### src/rtl/lfsb_pkg.sv
package lfsb_pkg;

   // Transaction codes on the request channel. Code 3 has no meaning.
   typedef enum logic [1:0] {
      OP_ARM  = 2'd0,
      OP_SCAN = 2'd1,
      OP_TICK = 2'd2
   } op_type;

   // Remembered steering direction.
   typedef enum logic [1:0] {
      TRACK_NONE     = 2'd0,
      TRACK_LEFT     = 2'd1,
      TRACK_STRAIGHT = 2'd2,
      TRACK_RIGHT    = 2'd3
   } track_type;

   // Last mark seen under the bar code reader.
   typedef enum logic [1:0] {
      MARK_WIDE   = 2'd0,
      MARK_NARROW = 2'd1,
      MARK_LIGHT  = 2'd2
   } mark_type;

   // Configuration register indexes.
   localparam int unsigned CSR_INDEX_W = 3;
   localparam logic [CSR_INDEX_W-1:0] CSR_CENTER_TH    = 3'd0;
   localparam logic [CSR_INDEX_W-1:0] CSR_SIDE_TH      = 3'd1;
   localparam logic [CSR_INDEX_W-1:0] CSR_BAR_DARK_TH  = 3'd2;
   localparam logic [CSR_INDEX_W-1:0] CSR_BAR_LIGHT_TH = 3'd3;
   localparam logic [CSR_INDEX_W-1:0] CSR_BAR_NARROW   = 3'd4;
   localparam logic [CSR_INDEX_W-1:0] CSR_TIMEOUT      = 3'd5;

   localparam int unsigned SAMPLE_W    = 10;
   localparam int unsigned TICK_W      = 16;
   localparam int unsigned DIGIT_CNT_W = 3;
   localparam int unsigned DIGIT_POS_W = 2;

   localparam logic [SAMPLE_W-1:0] CENTER_TH_RST    = 10'd175;
   localparam logic [SAMPLE_W-1:0] SIDE_TH_RST      = 10'd70;
   localparam logic [SAMPLE_W-1:0] BAR_DARK_TH_RST  = 10'd18;
   localparam logic [SAMPLE_W-1:0] BAR_LIGHT_TH_RST = 10'd70;
   localparam logic [SAMPLE_W-1:0] BAR_NARROW_RST   = 10'd60;
   localparam logic [TICK_W-1:0]   TIMEOUT_RST      = 16'd300;
   localparam logic [TICK_W-1:0]   TICK_MAX         = 16'hFFFF;

   typedef struct packed {
      logic                   motor_a_full;
      logic                   motor_b_full;
      logic                   drive_enable;
      logic                   digit_write;
      logic                   digit_value;
      logic [DIGIT_POS_W-1:0] digit_position;
      logic                   code_done;
      logic                   code_timeout;
   } result_type;

endpackage

### src/rtl/line_follow_steer_and_bar_reader.sv
// Results: an armed scan's result is registered into the output register, or into the skid
// register while that is full and not emptied; button, tick and unarmed scans give none.
// Throughput: one request transaction per cycle; a two-entry result buffer (output register
// plus skid register) decouples the channels, and req_stall rises only when both are full.
// Reset (synchronous, active high) restores default thresholds, disarms the block, empties
// the result buffer, stops the reader and leaves both motors on, drive high, no heading.
module line_follow_steer_and_bar_reader import lfsb_pkg::*; #(
   parameter int CODE_DIGITS = 4
) (
   input  logic                   clock,
   input  logic                   reset,

   input  logic                   req_valid,
   output logic                   req_stall,
   input  logic [1:0]             req_op,
   input  logic [SAMPLE_W-1:0]    req_center_sample,
   input  logic [SAMPLE_W-1:0]    req_right_sample,
   input  logic [SAMPLE_W-1:0]    req_left_sample,
   input  logic [SAMPLE_W-1:0]    req_reader_sample,

   output logic                   rsp_valid,
   input  logic                   rsp_stall,
   output logic                   rsp_motor_a_full,
   output logic                   rsp_motor_b_full,
   output logic                   rsp_drive_enable,
   output logic                   rsp_digit_write,
   output logic                   rsp_digit_value,
   output logic [DIGIT_POS_W-1:0] rsp_digit_position,
   output logic                   rsp_code_done,
   output logic                   rsp_code_timeout,

   input  logic                   csr_valid,
   output logic                   csr_ready,
   input  logic [CSR_INDEX_W-1:0] csr_index,
   input  logic [TICK_W-1:0]      csr_wdata
);

   // The digit counter is three bits wide and wraps, so the code length is compared
   // in that width.
   localparam logic [DIGIT_CNT_W-1:0] CodeDigits = DIGIT_CNT_W'(CODE_DIGITS);

   // Configuration registers.
   logic [SAMPLE_W-1:0] center_th_ff;
   logic [SAMPLE_W-1:0] side_th_ff;
   logic [SAMPLE_W-1:0] bar_dark_th_ff;
   logic [SAMPLE_W-1:0] bar_light_th_ff;
   logic [SAMPLE_W-1:0] bar_narrow_ff;
   logic [TICK_W-1:0]   timeout_ff;

   // Steering and reader state.
   logic                   armed_ff,         armed_in;
   track_type              last_track_ff,    last_track_in;
   logic                   motor_a_on_ff,    motor_a_on_in;
   logic                   motor_b_on_ff,    motor_b_on_in;
   logic                   drive_pin_ff,     drive_pin_in;
   logic                   reader_active_ff, reader_active_in;
   mark_type               last_mark_ff,     last_mark_in;
   logic [DIGIT_CNT_W-1:0] digits_read_ff,   digits_read_in;
   logic [TICK_W-1:0]      tick_count_ff,    tick_count_in;
   logic                   timer_running_ff, timer_running_in;

   // Result buffer: output register and skid register.
   result_type rsp_data_ff;
   logic       rsp_valid_ff;
   result_type skid_data_ff;
   logic       skid_valid_ff;

   logic       req_accept;
   logic       rsp_take;
   logic       has_result;
   result_type result;

   // The skid register is the only place a result can wait once the output register is
   // occupied, so the request side stalls exactly while it is full.
   assign req_stall  = skid_valid_ff;
   assign req_accept = req_valid && !req_stall;
   assign rsp_take   = rsp_valid_ff && !rsp_stall;
   assign csr_ready  = 1'b1;

   // Configuration writes. Indexes beyond the register list are dropped.
   always_ff @(posedge clock) begin
      if (reset) begin
         center_th_ff    <= CENTER_TH_RST;
         side_th_ff      <= SIDE_TH_RST;
         bar_dark_th_ff  <= BAR_DARK_TH_RST;
         bar_light_th_ff <= BAR_LIGHT_TH_RST;
         bar_narrow_ff   <= BAR_NARROW_RST;
         timeout_ff      <= TIMEOUT_RST;
      end else if (csr_valid && csr_ready) begin
         case (csr_index)
            CSR_CENTER_TH:    center_th_ff    <= csr_wdata[SAMPLE_W-1:0];
            CSR_SIDE_TH:      side_th_ff      <= csr_wdata[SAMPLE_W-1:0];
            CSR_BAR_DARK_TH:  bar_dark_th_ff  <= csr_wdata[SAMPLE_W-1:0];
            CSR_BAR_LIGHT_TH: bar_light_th_ff <= csr_wdata[SAMPLE_W-1:0];
            CSR_BAR_NARROW:   bar_narrow_ff   <= csr_wdata[SAMPLE_W-1:0];
            CSR_TIMEOUT:      timeout_ff      <= csr_wdata;
            default: ;
         endcase
      end
   end

   // Next state and result for the transaction on the request ports. The reader rules
   // are applied in order, each seeing what the one before it left, because the light
   // and dark tests can both hold when the thresholds are set oddly.
   always_comb begin
      logic      center_hit;
      logic      dark;
      logic      light;
      logic      narrow;
      track_type dir;

      armed_in         = armed_ff;
      last_track_in    = last_track_ff;
      motor_a_on_in    = motor_a_on_ff;
      motor_b_on_in    = motor_b_on_ff;
      drive_pin_in     = drive_pin_ff;
      reader_active_in = reader_active_ff;
      last_mark_in     = last_mark_ff;
      digits_read_in   = digits_read_ff;
      tick_count_in    = tick_count_ff;
      timer_running_in = timer_running_ff;
      has_result       = 1'b0;
      result           = '0;

      center_hit = req_center_sample < center_th_ff;
      dark       = req_reader_sample < bar_dark_th_ff;
      light      = req_reader_sample > bar_light_th_ff;
      narrow     = (req_reader_sample < bar_narrow_ff) && (req_reader_sample > bar_dark_th_ff);

      // Steering: centre first, then right, then left, else the remembered direction.
      if (center_hit) begin
         dir = TRACK_STRAIGHT;
      end else if (req_right_sample < side_th_ff) begin
         dir = TRACK_RIGHT;
      end else if (req_left_sample < side_th_ff) begin
         dir = TRACK_LEFT;
      end else begin
         dir = last_track_ff;
      end

      case (op_type'(req_op))
         OP_ARM: begin
            armed_in = 1'b1;
         end
         OP_TICK: begin
            if (timer_running_ff && tick_count_ff != TICK_MAX) begin
               tick_count_in = tick_count_ff + 1'b1;
            end
         end
         OP_SCAN: begin
            if (armed_ff) begin
               has_result = 1'b1;

               // With nothing remembered the motors keep their duty and drive drops.
               // A remembered straight resumes as a right turn.
               if (dir == TRACK_NONE) begin
                  drive_pin_in = 1'b0;
               end else begin
                  last_track_in = dir;
                  drive_pin_in  = 1'b1;
                  if (dir == TRACK_LEFT) begin
                     motor_a_on_in = 1'b0;
                     motor_b_on_in = 1'b1;
                  end else if (center_hit) begin
                     motor_a_on_in = 1'b1;
                     motor_b_on_in = 1'b1;
                  end else begin
                     motor_a_on_in = 1'b1;
                     motor_b_on_in = 1'b0;
                  end
               end

               // A dark reading starts a code and its timer.
               if (!reader_active_in && dark) begin
                  reader_active_in = 1'b1;
                  last_mark_in     = MARK_WIDE;
                  timer_running_in = 1'b1;
               end

               // Light background ends a bar; after the last digit the code is complete.
               if (reader_active_in && light) begin
                  if (last_mark_in == MARK_WIDE || last_mark_in == MARK_NARROW) begin
                     last_mark_in = MARK_LIGHT;
                  end
                  if (digits_read_in == CodeDigits) begin
                     reader_active_in = 1'b0;
                     digits_read_in   = '0;
                     timer_running_in = 1'b0;
                     tick_count_in    = '0;
                     drive_pin_in     = 1'b0;
                     result.code_done = 1'b1;
                  end
               end

               // A dark reading is a wide bar. If a narrow bar was just written, the
               // reading was only the edge of a wide one: rewrite that position as zero.
               if (reader_active_in && dark) begin
                  if (last_mark_in == MARK_LIGHT) begin
                     result.digit_write    = 1'b1;
                     result.digit_value    = 1'b0;
                     result.digit_position = digits_read_in[DIGIT_POS_W-1:0];
                     digits_read_in        = digits_read_in + 1'b1;
                     last_mark_in          = MARK_WIDE;
                  end else if (last_mark_in == MARK_NARROW) begin
                     result.digit_write    = 1'b1;
                     result.digit_value    = 1'b0;
                     result.digit_position = DIGIT_POS_W'(digits_read_in - 1'b1);
                     last_mark_in          = MARK_WIDE;
                  end
               end

               // A mid reading after background is a narrow bar.
               if (reader_active_in && narrow && last_mark_in == MARK_LIGHT) begin
                  result.digit_write    = 1'b1;
                  result.digit_value    = 1'b1;
                  result.digit_position = digits_read_in[DIGIT_POS_W-1:0];
                  digits_read_in        = digits_read_in + 1'b1;
                  last_mark_in          = MARK_NARROW;
               end

               // Abandon an incomplete code once the tick count reaches the limit.
               if (reader_active_in && tick_count_in >= timeout_ff &&
                   digits_read_in < CodeDigits) begin
                  timer_running_in    = 1'b0;
                  tick_count_in       = '0;
                  reader_active_in    = 1'b0;
                  digits_read_in      = '0;
                  result.code_timeout = 1'b1;
               end

               result.motor_a_full = motor_a_on_in;
               result.motor_b_full = motor_b_on_in;
               result.drive_enable = drive_pin_in;
            end
         end
         default: ;
      endcase
   end

   // State commits only when the request transaction is taken.
   always_ff @(posedge clock) begin
      if (reset) begin
         armed_ff         <= 1'b0;
         last_track_ff    <= TRACK_NONE;
         motor_a_on_ff    <= 1'b1;
         motor_b_on_ff    <= 1'b1;
         drive_pin_ff     <= 1'b1;
         reader_active_ff <= 1'b0;
         last_mark_ff     <= MARK_WIDE;
         digits_read_ff   <= '0;
         tick_count_ff    <= '0;
         timer_running_ff <= 1'b0;
      end else if (req_accept) begin
         armed_ff         <= armed_in;
         last_track_ff    <= last_track_in;
         motor_a_on_ff    <= motor_a_on_in;
         motor_b_on_ff    <= motor_b_on_in;
         drive_pin_ff     <= drive_pin_in;
         reader_active_ff <= reader_active_in;
         last_mark_ff     <= last_mark_in;
         digits_read_ff   <= digits_read_in;
         tick_count_ff    <= tick_count_in;
         timer_running_ff <= timer_running_in;
      end
   end

   // Result buffer valid bits. A new result goes to the output register when it is free
   // or being emptied this cycle, and to the skid register otherwise. While the skid
   // register is full no request is taken, and it drains into the output register.
   always_ff @(posedge clock) begin
      if (reset) begin
         rsp_valid_ff  <= 1'b0;
         skid_valid_ff <= 1'b0;
      end else if (skid_valid_ff) begin
         if (rsp_take) begin
            skid_valid_ff <= 1'b0;
         end
      end else if (req_accept && has_result) begin
         if (rsp_valid_ff && !rsp_take) begin
            skid_valid_ff <= 1'b1;
         end else begin
            rsp_valid_ff <= 1'b1;
         end
      end else if (rsp_take) begin
         rsp_valid_ff <= 1'b0;
      end
   end

   // Result buffer payload.
   always_ff @(posedge clock) begin
      if (skid_valid_ff) begin
         if (rsp_take) begin
            rsp_data_ff <= skid_data_ff;
         end
      end else if (req_accept && has_result) begin
         if (rsp_valid_ff && !rsp_take) begin
            skid_data_ff <= result;
         end else begin
            rsp_data_ff <= result;
         end
      end
   end

   assign rsp_valid          = rsp_valid_ff;
   assign rsp_motor_a_full   = rsp_data_ff.motor_a_full;
   assign rsp_motor_b_full   = rsp_data_ff.motor_b_full;
   assign rsp_drive_enable   = rsp_data_ff.drive_enable;
   assign rsp_digit_write    = rsp_data_ff.digit_write;
   assign rsp_digit_value    = rsp_data_ff.digit_value;
   assign rsp_digit_position = rsp_data_ff.digit_position;
   assign rsp_code_done      = rsp_data_ff.code_done;
   assign rsp_code_timeout   = rsp_data_ff.code_timeout;

   // The skid register only fills behind a waiting output register.
   a_skid_behind_output: assert property (@(posedge clock) disable iff (reset)
      skid_valid_ff |-> rsp_valid_ff)
      else $error("skid register full while output register empty");

   // Every path that stops the code timer also clears the tick count.
   a_idle_timer_clear: assert property (@(posedge clock) disable iff (reset)
      !timer_running_ff |-> tick_count_ff == '0)
      else $error("tick count nonzero while timer stopped");

   // A code cannot be completed and abandoned in the same scan.
   a_done_or_timeout: assert property (@(posedge clock) disable iff (reset)
      rsp_valid |-> !(rsp_code_done && rsp_code_timeout))
      else $error("code done and timeout in one result");

   // Digit fields stay zero when no digit is written.
   a_digit_fields_quiet: assert property (@(posedge clock) disable iff (reset)
      (rsp_valid && !rsp_digit_write) |-> (!rsp_digit_value && rsp_digit_position == '0))
      else $error("digit fields set without a digit write");

endmodule

### config.mk
export PLATFORM = sky130hd
export DESIGN_NAME = line_follow_steer_and_bar_reader
export DESIGN_NICKNAME = d
export VERILOG_FILES = /design/src/rtl/lfsb_pkg.sv /design/src/rtl/line_follow_steer_and_bar_reader.sv
export SDC_FILE = /design/constraint.sdc
export NUM_CORES = 1
export LEC_CHECK = 0
export ABC_AREA = 1
export BUFFER_PORTS_ARGS = -buffer_cell sky130_fd_sc_hd__buf_2
export CORE_MARGIN = 2
export CORE_UTILIZATION = 25
export DETAILED_ROUTE_END_ITERATION = 10
export SLEW_MARGIN = 40
export SYNTH_ARGS = -nofsm -noshare
export SYNTH_HDL_FRONTEND = slang
export SYNTH_SLANG_ARGS = --single-unit
### constraint.sdc
create_clock -name clock -period 6.3 [get_ports clock]
set_input_delay 0.63 -clock clock [delete_from_list [all_inputs] [get_ports clock]]
set_output_delay 0.63 -clock clock [all_outputs]
set_load 0.01 [all_outputs]
---- Yosys cells after proc, flatten, opt, wreduce, memory -nomap -nowiden ----
Index checks and enable logic that the tools add are counted.
W data, S select, Z words.
word-level totals
  register bits after elaboration ......... 114
  latch bits .............................. 0
  RAM bits ................................ 0
  bits in read-only memories .............. 0
  memories kept ........................... 0
operators by class
  add/sub/neg operators ................... 4
  multiply operators ...................... 0
  divide/modulo/power cells ............... 0
  order comparisons ....................... 9
  equal/unequal tests ..................... 19
  shift-type cells ........................ 0
  muxes and demuxes ....................... 78
  bitwise gates (word level) .............. 2
  reduce and logical (&&, ||, !) cells .... 38
operators with widths
  kind                     number
  $mux W16                 7
  $mux W9                  6
  $lt A10 B10 Y1           5
  $mux W3                  12
  $mux W1                  32
  $mux W2                  16
  $pmux W16 S2             1
  $gt A10 B10 Y1           2
  $add A16 B1 Y16 const B  1
  $ge A16 B16 Y1           1
  $mux W4                  4
  $ne A16 B16 Y1 const B   1
  $reduce_and A2 Y1        7
  $logic_and A1 B1 Y1      13
  $reduce_and A3 Y1        4
  $eq A3 B3 Y1 const B     3
  $eq A2 B1 Y1 const B     4
  $ne A2 B2 Y1 const B     4
  $reduce_and A4 Y1        2
  $add A3 B1 Y3 const B    2
  $eq A2 B2 Y1 const B     3
  $eq A3 B2 Y1 const B     2
  $logic_not A2 Y1         3
  $reduce_bool A2 Y1       3
  8 further kinds          12

---- Depth between registers and ports, before layout ----
Gate-level depths: netlist of the first run.
  word-level depth ........................ 30
  gate-level depth with buffers ........... 28
  depth with buffers taken out ............ 26

---- Worst setup path after synthesis of the first run ----
No wires, ideal clock.
  kind .................................... input to register
  start ................................... input port req_reader_sample[9]
  end ..................................... register timer_running_ff
  library setup time ...................... 0.132 ns
  arrival time ............................ 3.652 ns
  data required time ...................... 6.168 ns
  setup slack ............................. 2.516 ns
  stages on the path ...................... 24
  buffers on the path ..................... 3
  cells stage by stage .................... ha_1 > nand2_1 > inv_1 > a21oi_1 > nand3_1 > nand2_1 > nand2_1 > inv_1 > nand2_1 > inv_1 > clkbuf_1 > clkbuf_1 > nor2_1 > ha_1 > nand2_1 > o21ai_0 > a21oi_1 > o31ai_1 > nor2_1 > nor2_1 > nand3_2 > buf_6 > nand2_1 > a21oi_1
between the ends
  word-level cells in the longest chain between the ends .. 25
RTL lines
  what                                                                     line                                     RTL
  start, declared                                                          line_follow_steer_and_bar_reader.sv:19   input logic [SAMPLE_W-1:0] req_reader_sample,
  parallel branches: the longest is 24 deep, another holds $lt A10 B10 Y1  n/a
  $mux W1 *                                                                line_follow_steer_and_bar_reader.sv:222  if (reader_active_in && tick_count_in >= timeout_ff &&
  end signal, assigned                                                     line_follow_steer_and_bar_reader.sv:263  timer_running_ff <= timer_running_in;
  end, declared                                                            line_follow_steer_and_bar_reader.sv:60   logic timer_running_ff, timer_running_in;
Every way passes the cells marked *. The select of a mux whose other input is x is not followed.
A chain may end at the register's enable or synchronous reset.

---- Worst setup path after layout of the first run ----
  start ................................... input port req_reader_sample[9]
  end ..................................... register tick_count_ff[9]
between the ends
  word-level cells in the longest chain between the ends .. 27
RTL lines
  what                                                                     line                                     RTL
  parallel branches: the longest is 24 deep, another holds $lt A10 B10 Y1  n/a
  $mux W16 *                                                               line_follow_steer_and_bar_reader.sv:222
  $mux W16 *                                                               line_follow_steer_and_bar_reader.sv:151  if (armed_ff) begin
  $pmux W16 S2 *                                                           line_follow_steer_and_bar_reader.sv:141  case (op_type'(req_op))
  end signal, assigned                                                     line_follow_steer_and_bar_reader.sv:262  tick_count_ff <= tick_count_in;
  end, declared                                                            line_follow_steer_and_bar_reader.sv:59   logic [TICK_W-1:0] tick_count_ff, tick_count_in;
Marks and branches as above.

==> results of run 1 <==
## worst max-delay path: cells and delay by family
kind	cells	cell delay [ns]
AO/OA/AOI/OAI	3	0.58
adder cells (fa/ha/maj)	2	0.63
buffers and inverters	5	0.72
AND/OR/NAND/NOR	12	1.66
## registers in the layout, indices dropped and copies added (netlist names), 2 cells and up
name and cells:
last_track_ff 2, bar_narrow_ff 10, tick_count_ff 16, rsp_digit_position 2, side_th_ff 10, bar_light_th_ff 10
skid_data_ff 9, digits_read_ff 3, bar_dark_th_ff 10, timeout_ff 16, center_th_ff 10, last_mark_ff 2
## path summary, 6_finish.rpt
kind                 endpoint  slack, ns  depth (start not counted)
max          tick_count_ff[9]       2.39                         22
min           center_th_ff[8]       0.46                          2
max reg2reg  tick_count_ff[9]       2.40                         22
min reg2reg   center_th_ff[8]       0.46                          2
## cell type report
class                           count  area [um^2]
Fill cell                        2940        19400
Multi-Input combinational cell    656         3780
Sequential cell                   114         2460
Inverter                          161          604
Tap cell                          378          473
Clock buffer                       23          468
Timing Repair Buffer               78          395
Clock inverter                      9          129
## layer usage
| metal | part of all wire | global-route usage | vias up |
|---|---|---|---|
| met5 | 0 | 0 | - |
| met4 | 0.018 | 0.0472 | 0 |
| met3 | 0.042 | 0.0253 | 21 |
| met2 | 0.47 | 0.225 | 119 |
| met1 | 0.47 | 0.159 | 2853 |
| li1 | - | - | 3308 |
## synthesized netlist by cell type, types with 2 or more instances
master | number | area [um^2]
a211oi_1 | 2 | 15.0
a21o_1 | 2 | 15.0
a21oi_1 | 108 | 541
a21oi_2 | 4 | 35.0
a22oi_1 | 4 | 30.0
buf_6 | 4 | 45.0
clkbuf_1 | 29 | 109
dfxtp_1 | 96 | 1920
edfxtp_1 | 18 | 541
ha_1 | 75 | 938
inv_1 | 157 | 589
inv_2 | 4 | 15.0
nand2_1 | 174 | 653
nand2_2 | 9 | 56.3
nand3_1 | 23 | 115
nand3_2 | 4 | 40.0
nand4_1 | 11 | 68.8
nor2_1 | 73 | 274
nor2_4 | 2 | 22.5
nor3_1 | 28 | 140
o2111ai_1 | 2 | 17.5
o211ai_1 | 23 | 173
o21a_1 | 5 | 37.5
o21ai_0 | 76 | 380
o21ai_1 | 12 | 60.1
o31ai_1 | 3 | 22.5
or2_2 | 2 | 12.5
xor2_1 | 5 | 43.8
## cells by family after synthesis
group,after synthesis,synth area share
flops,114,0.352
xor+xnor,5,0.00625
compound gates,244,0.194
other cells,1,0.000535
simple gates,331,0.205
buf+inv,195,0.109
fa+ha+maj,75,0.134
## power by group
group          leakage [uW]  switching [uW]  internal [uW]
clock network      0.000295             343            642
logic               0.00245             131           71.8
registers          0.000916            5.85            756
## through the flow
stage / total power [uW] / setup WS [ns] / util / hold slack (ns) / std cells
2_1_floorplan: 909 / 2.52 / - / 0.433 / 965
3_3_place_gp: 975 / 1.71 / 0.278 / 0.446 / 1387
3_5_place_dp: 981 / 1.92 / 0.278 / 0.452 / 1387
4_1_cts: 1970 / 2.35 / 0.300 / 0.461 / 1419
5_1_grt: 2030 / 1.76 / 0.300 / 0.471 / 1419
6_report: 1950 / 2.39 / 0.300 / 0.457 / 1419
==> impl_metrics.csv, run 1 <==
group,metric,value,unit
outcome,outcome,"finished clean",
routing,antenna_left,0,
floorplanning,die-height,171,um
worst_setup_path,crit_required,6.60,ns
worst_setup_path,path_cells,"buf_2, ha_1, nand2_1, inv_1, a21oi_1, nand3_1, nand2_1, nand2_1, inv_1, nand2_1, inv_2, nor2_1, ha_1, nand2_1, inv_1, nand3_1, o31ai_1, nor2_1, nor2_1, nand3_2, nand2_1, a21oi_1",
worst_setup_path,worstPathMaxFanout,32,
clock_network,cts_buffers,17,
timing,period_share,0.621,
clock_network,holdBufCountCts,0,
logic_synthesis,yosysWarnings,0,
worst_setup_path,arrival,4.21,ns
routing,wl_per_cell,12.8,um
clock_network,clock_latency,0.42,ns
grt,grt_pass1_vias,6085,
place,io_buffers,76,
routing,wirelength,18100,um
worst_setup_path,critPathMaxStageDelay,0.42,ns
worst_setup_path,worstSetupStartpoint,"req_reader_sample[9]",
clock_network,cts_resized,0,
timing,relSlewSlack,0.463,
final_layout,stdcell_area,0.00831,mm^2
grt,grt_max_degree,64,
worst_setup_path,critPathSlowestCell,"inv_2",
place,dp_hpwl,13400,um
grt,antenna_found_initial,0,
clock_network,cts_sinks,114,
place,dpl_cell_area,0.00771,mm^2
min_path,worstHoldStart,"center_th_ff[8]",
worst_setup_path,critPathCaptureType,"register",
clock_network,clk_pin_slew_worst_paths,0.06,ns
min_path,hold_path_class,"register to register",
clock_network,cts_max_level,4,
worst_setup_path,timing.rr.start,"bar_dark_th_ff[9]",
logic_synthesis,synth_ff_type,"dfxtp_1",
logic_synthesis,syn-num-nets,1106,
timing,worstMarginPinSlew,0.803,ns
routing,viasPerCell,4.44,
pwr,power.density,234,mW/mm^2
logic_synthesis,ys_seq_area_frac,0.352,
worst_setup_path,start_kind,"primary input",
clock_network,post_cts_buffers,0,
timing,final_max_slew_viol_count,0,
logic_synthesis,syn-instance-count,965,
logic_synthesis,ys_ff_latch,114,
final_layout,final_common_cell,"nand2_1",
logic_synthesis,ys_types,38,
timing,period_minus_slack,3.91,ns
grt,track_usage,0.130,
routing,drt_drc_violations_left,0,
routing,drt-pass1-iter-count,4,
routing,drt_iter0_drc,270,
final_layout,antenna-diode-count,0,
clock_network,cts_tree,"built",
timing,max_freq,256,MHz
clock_network,cts-root-buf,"clkbuf_16",
timing,setup_viol,0,
place,routabilityCongestion,0.795,
timing,rsz0062_at_grt,"no",
floorplanning,initial_core_util,0.253,
logic_synthesis,syn_area_per_cell,7.26,um^2
final_layout,nets,1169,
flow_run,drv_cap,0,
logic_synthesis,synth_edf_count,18,
grt,grt_overflow,0,
pwr,ir_drop,0.168,mV
logic_synthesis,synth-async-reset-ratio,0,
floorplanning,ios,78,
grt,grt_pass1_wl,29900,um
worst_setup_path,crit_top_cell,"nand2_1",
final_layout,drive_above_1_share,0.134,
floorplanning,rows,61,
worst_setup_path,path_class,"primary input to register",
final_layout,final_cell_mix,"174 x nand2_1, 154 x inv_1, 107 x a21oi_1",
floorplanning,die_area,0.0294,mm^2
final_layout,area_delta_synth_final,18.7,%
floorplanning,fp.dieW,171,um
timing,skew,0.0130,ns
logic_synthesis,syn_area,0.00700,mm^2
timing,finalHoldViolCount,0,
timing,setup_tns,0,ns
clock_network,clk_path_buf_depth,2,
pwr,leakage,0.00366,uW
floorplanning,coreArea,0.0277,mm^2
routing,routed-via-count,6301,
Note: power is estimated with default switching activity, not from simulation.
==> run 2: changes to the inputs <==
--- a/config.mk
+++ b/config.mk
@@ -5,7 +5,7 @@
 export SDC_FILE = /design/constraint.sdc
 export NUM_CORES = 1
 export LEC_CHECK = 0
-export ABC_AREA = 1
+export ABC_AREA = 0
 export BUFFER_PORTS_ARGS = -buffer_cell sky130_fd_sc_hd__buf_2
 export CORE_MARGIN = 2
 export CORE_UTILIZATION = 25
==> constraint.sdc (replaced) <==
create_clock -name clock -period 4.1 [get_ports clock]
set_input_delay 0.41 -clock clock [delete_from_list [all_inputs] [get_ports clock]]
set_output_delay 0.41 -clock clock [all_outputs]
set_load 0.01 [all_outputs]
==> run 2 against run 1 <==
  * Clock skew rose by 0.0015 ns
  * Synthesized cell count fell by 13%
  * Combinational power rose by 48%
  * Hold slack got worse by 0.23 ns
  * Non-clock buffer count rose by 17
  * Register-to-register slack got worse by 2.2 ns
  * Utilization rose by 1.1 points
  * Critical endpoint unchanged
  * Final cell count fell by 8.2%
  * Largest power group unchanged
  * First-iteration DRC count rose by 6.7%
  * Clock power rose by 55%
  * Synthesized area fell by 0.82%
==> impl_metrics.csv, run 2 <==
group,metric,value,unit
clock_network,clock_latency,0.43,ns
pwr,clkPwrFrac,0.512,
pwr,swShare,0.257,
logic_synthesis,ys_seq_area_frac,0.354,
timing,setup_ws,0.157,ns
logic_synthesis,syn_area_per_cell,8.32,um^2
pwr,pwr-share-comb,0.100,
logic_synthesis,synth-simple-area-share,0.211,
logic_synthesis,synth-xor-area-share,0.00486,
grt,antenna_found_initial,1,
clock_network,cts_max_level,4,
worst_setup_path,critPathCaptureType,"register",
clock_network,clk_path_buf_depth,2,
routing,wl_per_cell,14.5,um
final_layout,antenna-diode-count,0,
final_layout,drive_above_1_share,0.217,
routing,viasPerCell,4.67,
logic_synthesis,syn-instance-count,835,
min_path,hold_path_class,"primary input to register",
logic_synthesis,synth-async-reset-ratio,0,
place,dp_slack,-0.0607,ns
clock_network,cts_sinks,114,
logic_synthesis,synth_top_area_cell,"dfxtp_1",
final_layout,area_delta_synth_final,23.2,%
place,dpl_cell_area,0.00771,mm^2
routing,wirelength,18900,um
pwr,p_seq_frac,0.388,
logic_synthesis,synthTopCellsByArea,"dfxtp_1 28%, ha_1 14%, nand2_1 8.1%",
grt,grt_pass1_wl,30400,um
final_layout,final_cell_mix,"147 x nand2_1, 88 x dfxtp_1, 85 x a21oi_1",
timing,final_max_slew_viol_count,0,
logic_synthesis,synthAdderAreaFrac,0.135,
logic_synthesis,syn-num-nets,976,
final_layout,final.fill_count,2914,
worst_setup_path,crit_required,4.43,ns
timing,worstMarginPinSlew,0.819,ns
routing,drt_iter0_drc,288,
clock_network,cts_buffers,17,
floorplanning,rows,61,
timing,period_share,0.962,
grt,grt_max_degree,44,
timing,skew,0.0145,ns
timing,finalHoldViolCount,0,
logic_synthesis,synth_edf_count,18,
grt,track_usage,0.133,
clock_network,clk_pin_slew_worst_paths,0.06,ns
floorplanning,fp.dieW,171,um
worst_setup_path,worstSetupStartpoint,"bar_light_th_ff[9]",
pwr,finalPower,2990,uW
timing,relSlewSlack,0.454,
routing,drt_drc_violations_left,0,
logic_synthesis,ys_top_cells_by_count,"149 x nand2_1, 96 x dfxtp_1, 85 x a21oi_1, 75 x ha_1, 71 x inv_1",
worst_setup_path,path_class,"register to register",
logic_synthesis,yosysWarnings,0,
final_layout,final_util,0.311,
timing,max_freq,254,MHz
pwr,power.switching,769,uW
logic_synthesis,yosysMostFrequentCell,"nand2_1",
outcome,outcome,"finished clean",
timing,rsz0062_at_grt,"yes",
place,routabilityCongestion,0.863,
pwr,leakage,0.00350,uW
grt,grt_pass1_vias,5939,
pwr,power.density,349,mW/mm^2
place,dp_hpwl,14100,um
routing,drt-pass1-iter-count,5,
logic_synthesis,synthMuxAreaShare,0.00630,
min_path,worstHoldStart,"csr_wdata[15]",
timing,period_minus_slack,3.94,ns
place,io_buffers,76,
logic_synthesis,ys_ff_latch,114,
pwr,ir_drop,0.242,mV
timing,setup_viol,0,
floorplanning,coreArea,0.0276,mm^2
final_layout,final_common_cell,"nand2_1",
logic_synthesis,synth.top_cell.area_share,0.277,
final_layout,top_regs,"tick_count_ff: 16 flops, timeout_ff: 16 flops",
final_layout,stdcell_area,0.00856,mm^2
logic_synthesis,ys_types,71,
routing,routed-via-count,6081,
worst_setup_path,worstPathMaxFanout,16,
grt,grt_overflow,0,
logic_synthesis,synth_compound_area_frac,0.218,
worst_setup_path,arrival,4.27,ns
floorplanning,die-height,171,um
clock_network,cts_tree,"built",
routing,antenna_left,0,
worst_setup_path,timing.rr.start,"bar_light_th_ff[9]",
logic_synthesis,synth_ff_type,"dfxtp_1",
flow_run,drv_cap,0,
clock_network,cts-root-buf,"clkbuf_16",
worst_setup_path,start_kind,"register",
final_layout,nets,1053,
logic_synthesis,syn_area,0.00695,mm^2
floorplanning,ios,78,
logic_synthesis,synth_top_family_by_area,"compound AO/OA/AOI/OAI gates",
floorplanning,initial_core_util,0.252,
pwr,power.internal,2220,uW
floorplanning,die_area,0.0291,mm^2
## run 2: critical path, stage by stage, from the launching register on
cell and delay (ns):
dfxtp_2 0.34, inv_2 0.05, ha_4 0.27, nand2_2 0.06
o211ai_1 0.27, o31ai_2 0.14, nor3_2 0.25, nand2_2 0.13
buf_4 0.20, and2_1 0.17, ha_1 0.26, o21ai_0 0.17
o21bai_1 0.11, a2111oi_2 0.33, nor2_1 0.10, o31ai_2 0.36
a211oi_2 0.18, clkbuf_16 0.20, a311oi_2 0.25
## run 2: kinds of logic (layout without fill, tap and decap cells)
logic type | after synthesis | in the layout
other | 1 | 1
AND/OR/NAND/NOR | 306 | 306
flip-flops | 114 | 114
AO/OA/AOI/OAI | 224 | 224
adder cells (fa/ha/maj) | 75 | 75
buffers and inverters | 108 | 198
multiplexers | 4 | 4
XOR/XNOR | 3 | 3
## run 2: worst paths after layout
check                      to  slack (ns)  cells past startpoint
max reg2reg  tick_count_ff[9]        0.16                     18
min reg2reg     side_th_ff[3]        0.46                      2
max          tick_count_ff[9]        0.16                     18
min            timeout_ff[15]        0.23                      3
## run 2: per-stage QoR
step	setup TNS [ns]	hold slack (ns)	cells
after floorplan	0	0.436	835
after global placement	0	0.441	1268
after detailed placement	-0.266	0.447	1268
after CTS	0	0.216	1300
after global routing	-0.120	0.240	1303
final	0	0.230	1303
## run 2: power by group through the flow
stage | clock network [uW] | logic, uW | registers, uW
floorplan | 0 | 172 | 1180
global placement | 0 | 275 | 1180
detailed placement | 0 | 282 | 1180
CTS | 1560 | 284 | 1160
global route | 1610 | 339 | 1160
finish | 1530 | 299 | 1160
## run 2: layout make-up
cell class	instances	area [um^2]	share of cell area
Clock inverter	14	165	0.0193
Tap cell	378	473	0.0553
Inverter	71	267	0.0311
Sequential cell	114	2470	0.289
Timing Repair Buffer	95	558	0.0652
Clock buffer	18	450	0.0526
Multi-Input combinational cell	613	4170	0.488
## run 2: routing by layer
metal	global-route usage	part of all wire
met1	0.170	0.48
met2	0.220	0.47
met3	0.0328	0.043
met4	0.0420	0.014
met5	0	0
## run 2: repair_timing
action | in CTS | in global routing
buffers inserted | 0 | 2
hold buffers | 0 | 0
resized for setup | 0 | 39
endpoints found under the setup margin | 0 | 22
==> run 3: changes to the inputs <==
--- a/config.mk
+++ b/config.mk
@@ -7,6 +7,7 @@
 export LEC_CHECK = 0
 export ABC_AREA = 0
 export BUFFER_PORTS_ARGS = -buffer_cell sky130_fd_sc_hd__buf_2
+export CORE_ASPECT_RATIO = 0.7
 export CORE_MARGIN = 2
 export CORE_UTILIZATION = 25
 export DETAILED_ROUTE_END_ITERATION = 10
==> run 3 against run 2 <==
  * Clock-buffer cell count shrank 1
  * Critical endpoint unchanged
  * First-iteration DRC count grew 20%
  * Combinational power grew 4%
  * Cell area grew 1.1%
  * Sequential share of layout area shrank 0.38 points
  * Worst setup slack lost 0.046 ns
  * Largest cell class unchanged
  * Power grew 2.7%
  * Die area is essentially flat
==> impl_metrics.csv, run 3 (synthesis results as in run 2) <==
group,metric,value,unit
timing,period_share,0.973,
floorplanning,die_area,0.0292,mm^2
floorplanning,rows,51,
clock_network,cts_max_level,4,
final_layout,final_cell_mix,"147 x nand2_1, 93 x dfxtp_1, 85 x a21oi_1",
clock_network,cts-root-buf,"clkbuf_16",
routing,routed-via-count,6117,
final_layout,final_common_cell,"nand2_1",
grt,track_usage,0.137,
grt,grt_overflow,0,
timing,period_minus_slack,3.99,ns
worst_setup_path,worstPathMaxFanout,13,
worst_setup_path,critPathSlowestCell,"o31ai_4",
timing,setup_ws,0.111,ns
final_layout,drive_above_1_share,0.215,
outcome,outcome,"finished clean",
routing,antenna_left,0,
clock_network,clk_pin_slew_worst_paths,0.06,ns
pwr,power.density,355,mW/mm^2
place,dp_hpwl,14900,um
clock_network,clock_latency,0.43,ns
worst_setup_path,crit_top_cell,"ha_1",
floorplanning,die-height,143,um
routing,drt_drc_violations_left,0,
floorplanning,fp.dieW,203,um
timing,setup_tns,0,ns
final_layout,final_util,0.314,
grt,antenna_found_initial,0,
worst_setup_path,critPathMaxStageDelay,0.34,ns
worst_setup_path,path_cells,"inv_1, ha_1, nand4_1, o21bai_4, nor4b_4, nor3_2, nand2_2, buf_6, buf_4, and2_1, ha_1, o21ai_1, o21bai_1, a2111oi_2, nor2_1, o31ai_4, a211oi_4, buf_12, a311oi_1",
flow_run,drv_cap,0,
routing,drt-pass1-iter-count,5,
clock_network,cts_tree,"built",
place,dpl_cell_area,0.00776,mm^2
routing,wl_per_cell,15.0,um
routing,drt_iter0_drc,345,
timing,worstMarginPinSlew,0.793,ns
final_layout,nets,1063,
floorplanning,initial_core_util,0.252,
final_layout,stdcell_area,0.00865,mm^2
clock_network,clk_path_buf_depth,2,
timing,setup_viol,0,
clock_network,cts_sinks,114,
worst_setup_path,arrival,4.31,ns
final_layout,final_cells,1306,
final_layout,antenna-diode-count,0,
routing,wirelength,19600,um
grt,grt_pass1_wl,30900,um
grt,grt_pass1_vias,5925,
worst_setup_path,cp_top_family,"compound AO/OA/AOI/OAI gates",
worst_setup_path,start_kind,"register",
worst_setup_path,critPathCaptureType,"register",
final_layout,area_delta_synth_final,24.5,%
place,routabilityCongestion,0.867,
clock_network,cts_buffers,17,
min_path,hold_path_class,"primary input to register",
grt,grt_max_degree,37,
worst_setup_path,crit_required,4.42,ns
timing,finalHoldViolCount,0,
place,place_inst,1268,
timing,final_max_slew_viol_count,0,
place,dp_slack,-0.118,ns
timing,relSlewSlack,0.471,
timing,skew,0.0112,ns
final_layout,top_regs,"tick_count_ff: 16 flops, timeout_ff: 16 flops",
worst_setup_path,path_class,"register to register",
pwr,ir_drop,0.292,mV
pwr,leakage,0.00354,uW
routing,viasPerCell,4.68,
worst_setup_path,worst-path-buf-inv,4,
timing,max_freq,251,MHz
floorplanning,ios,78,
place,io_buffers,76,
floorplanning,coreArea,0.0276,mm^2
[run 3: repair_timing]
| item | 4_1_cts | 5_1_grt |
|---|---|---|
| gates resized for setup | 0 | 37 |
| endpoints found under the setup margin | 0 | 22 |
| hold buffers | 0 | 0 |
| buffers inserted | 0 | 5 |
[run 3: worst paths after layout]
kind	from	to	slack [ns]	cells past startpoint
max	bar_light_th_ff[4]	tick_count_ff[9]	0.11	19
min	csr_wdata[14]	timeout_ff[14]	0.23	3
max reg2reg	bar_light_th_ff[4]	tick_count_ff[9]	0.11	19
min reg2reg	bar_light_th_ff[3]	bar_light_th_ff[3]	0.45	2
[run 3: final cells by class]
class,count,area [um^2]
fillers,2938,18900
multi-input cells,613,4190
flip-flops and latches,114,2470
repair buffers,105,632
well taps,371,464
clock buffers,17,425
inverters,71,267
clock inverters,15,206
[run 3: where the power goes]
| part | switching (uW) | internal (uW) |
|---|---|---|
| Clock | 575 | 1020 |
| Combinational | 186 | 127 |
| Sequential | 8.92 | 1150 |
| Total | 770 | 2300 |
[run 3: metal layers]
layer / GRT usage / vias up / part of all wire
li1: - / 3104 / -
met1: 0.198 / 2882 / 0.53
met2: 0.202 / 123 / 0.42
met3: 0.0329 / 8 / 0.047
met4: 0.0342 / 0 / 0.0055
met5: 0 / - / 0
[run 3: through the flow]
stage	hold WS, ns	power (uW)
5_1_grt	0.224	3200
4_1_cts	0.216	3080
6_report	0.228	3070
3_3_place_gp	0.445	1470
3_5_place_dp	0.450	1470
2_1_floorplan	0.436	1350
[run 3: worst min-delay path: stages]
cell and delay (ns):
buf_2 0.10, nand2_1 0.05, a21oi_1 0.05
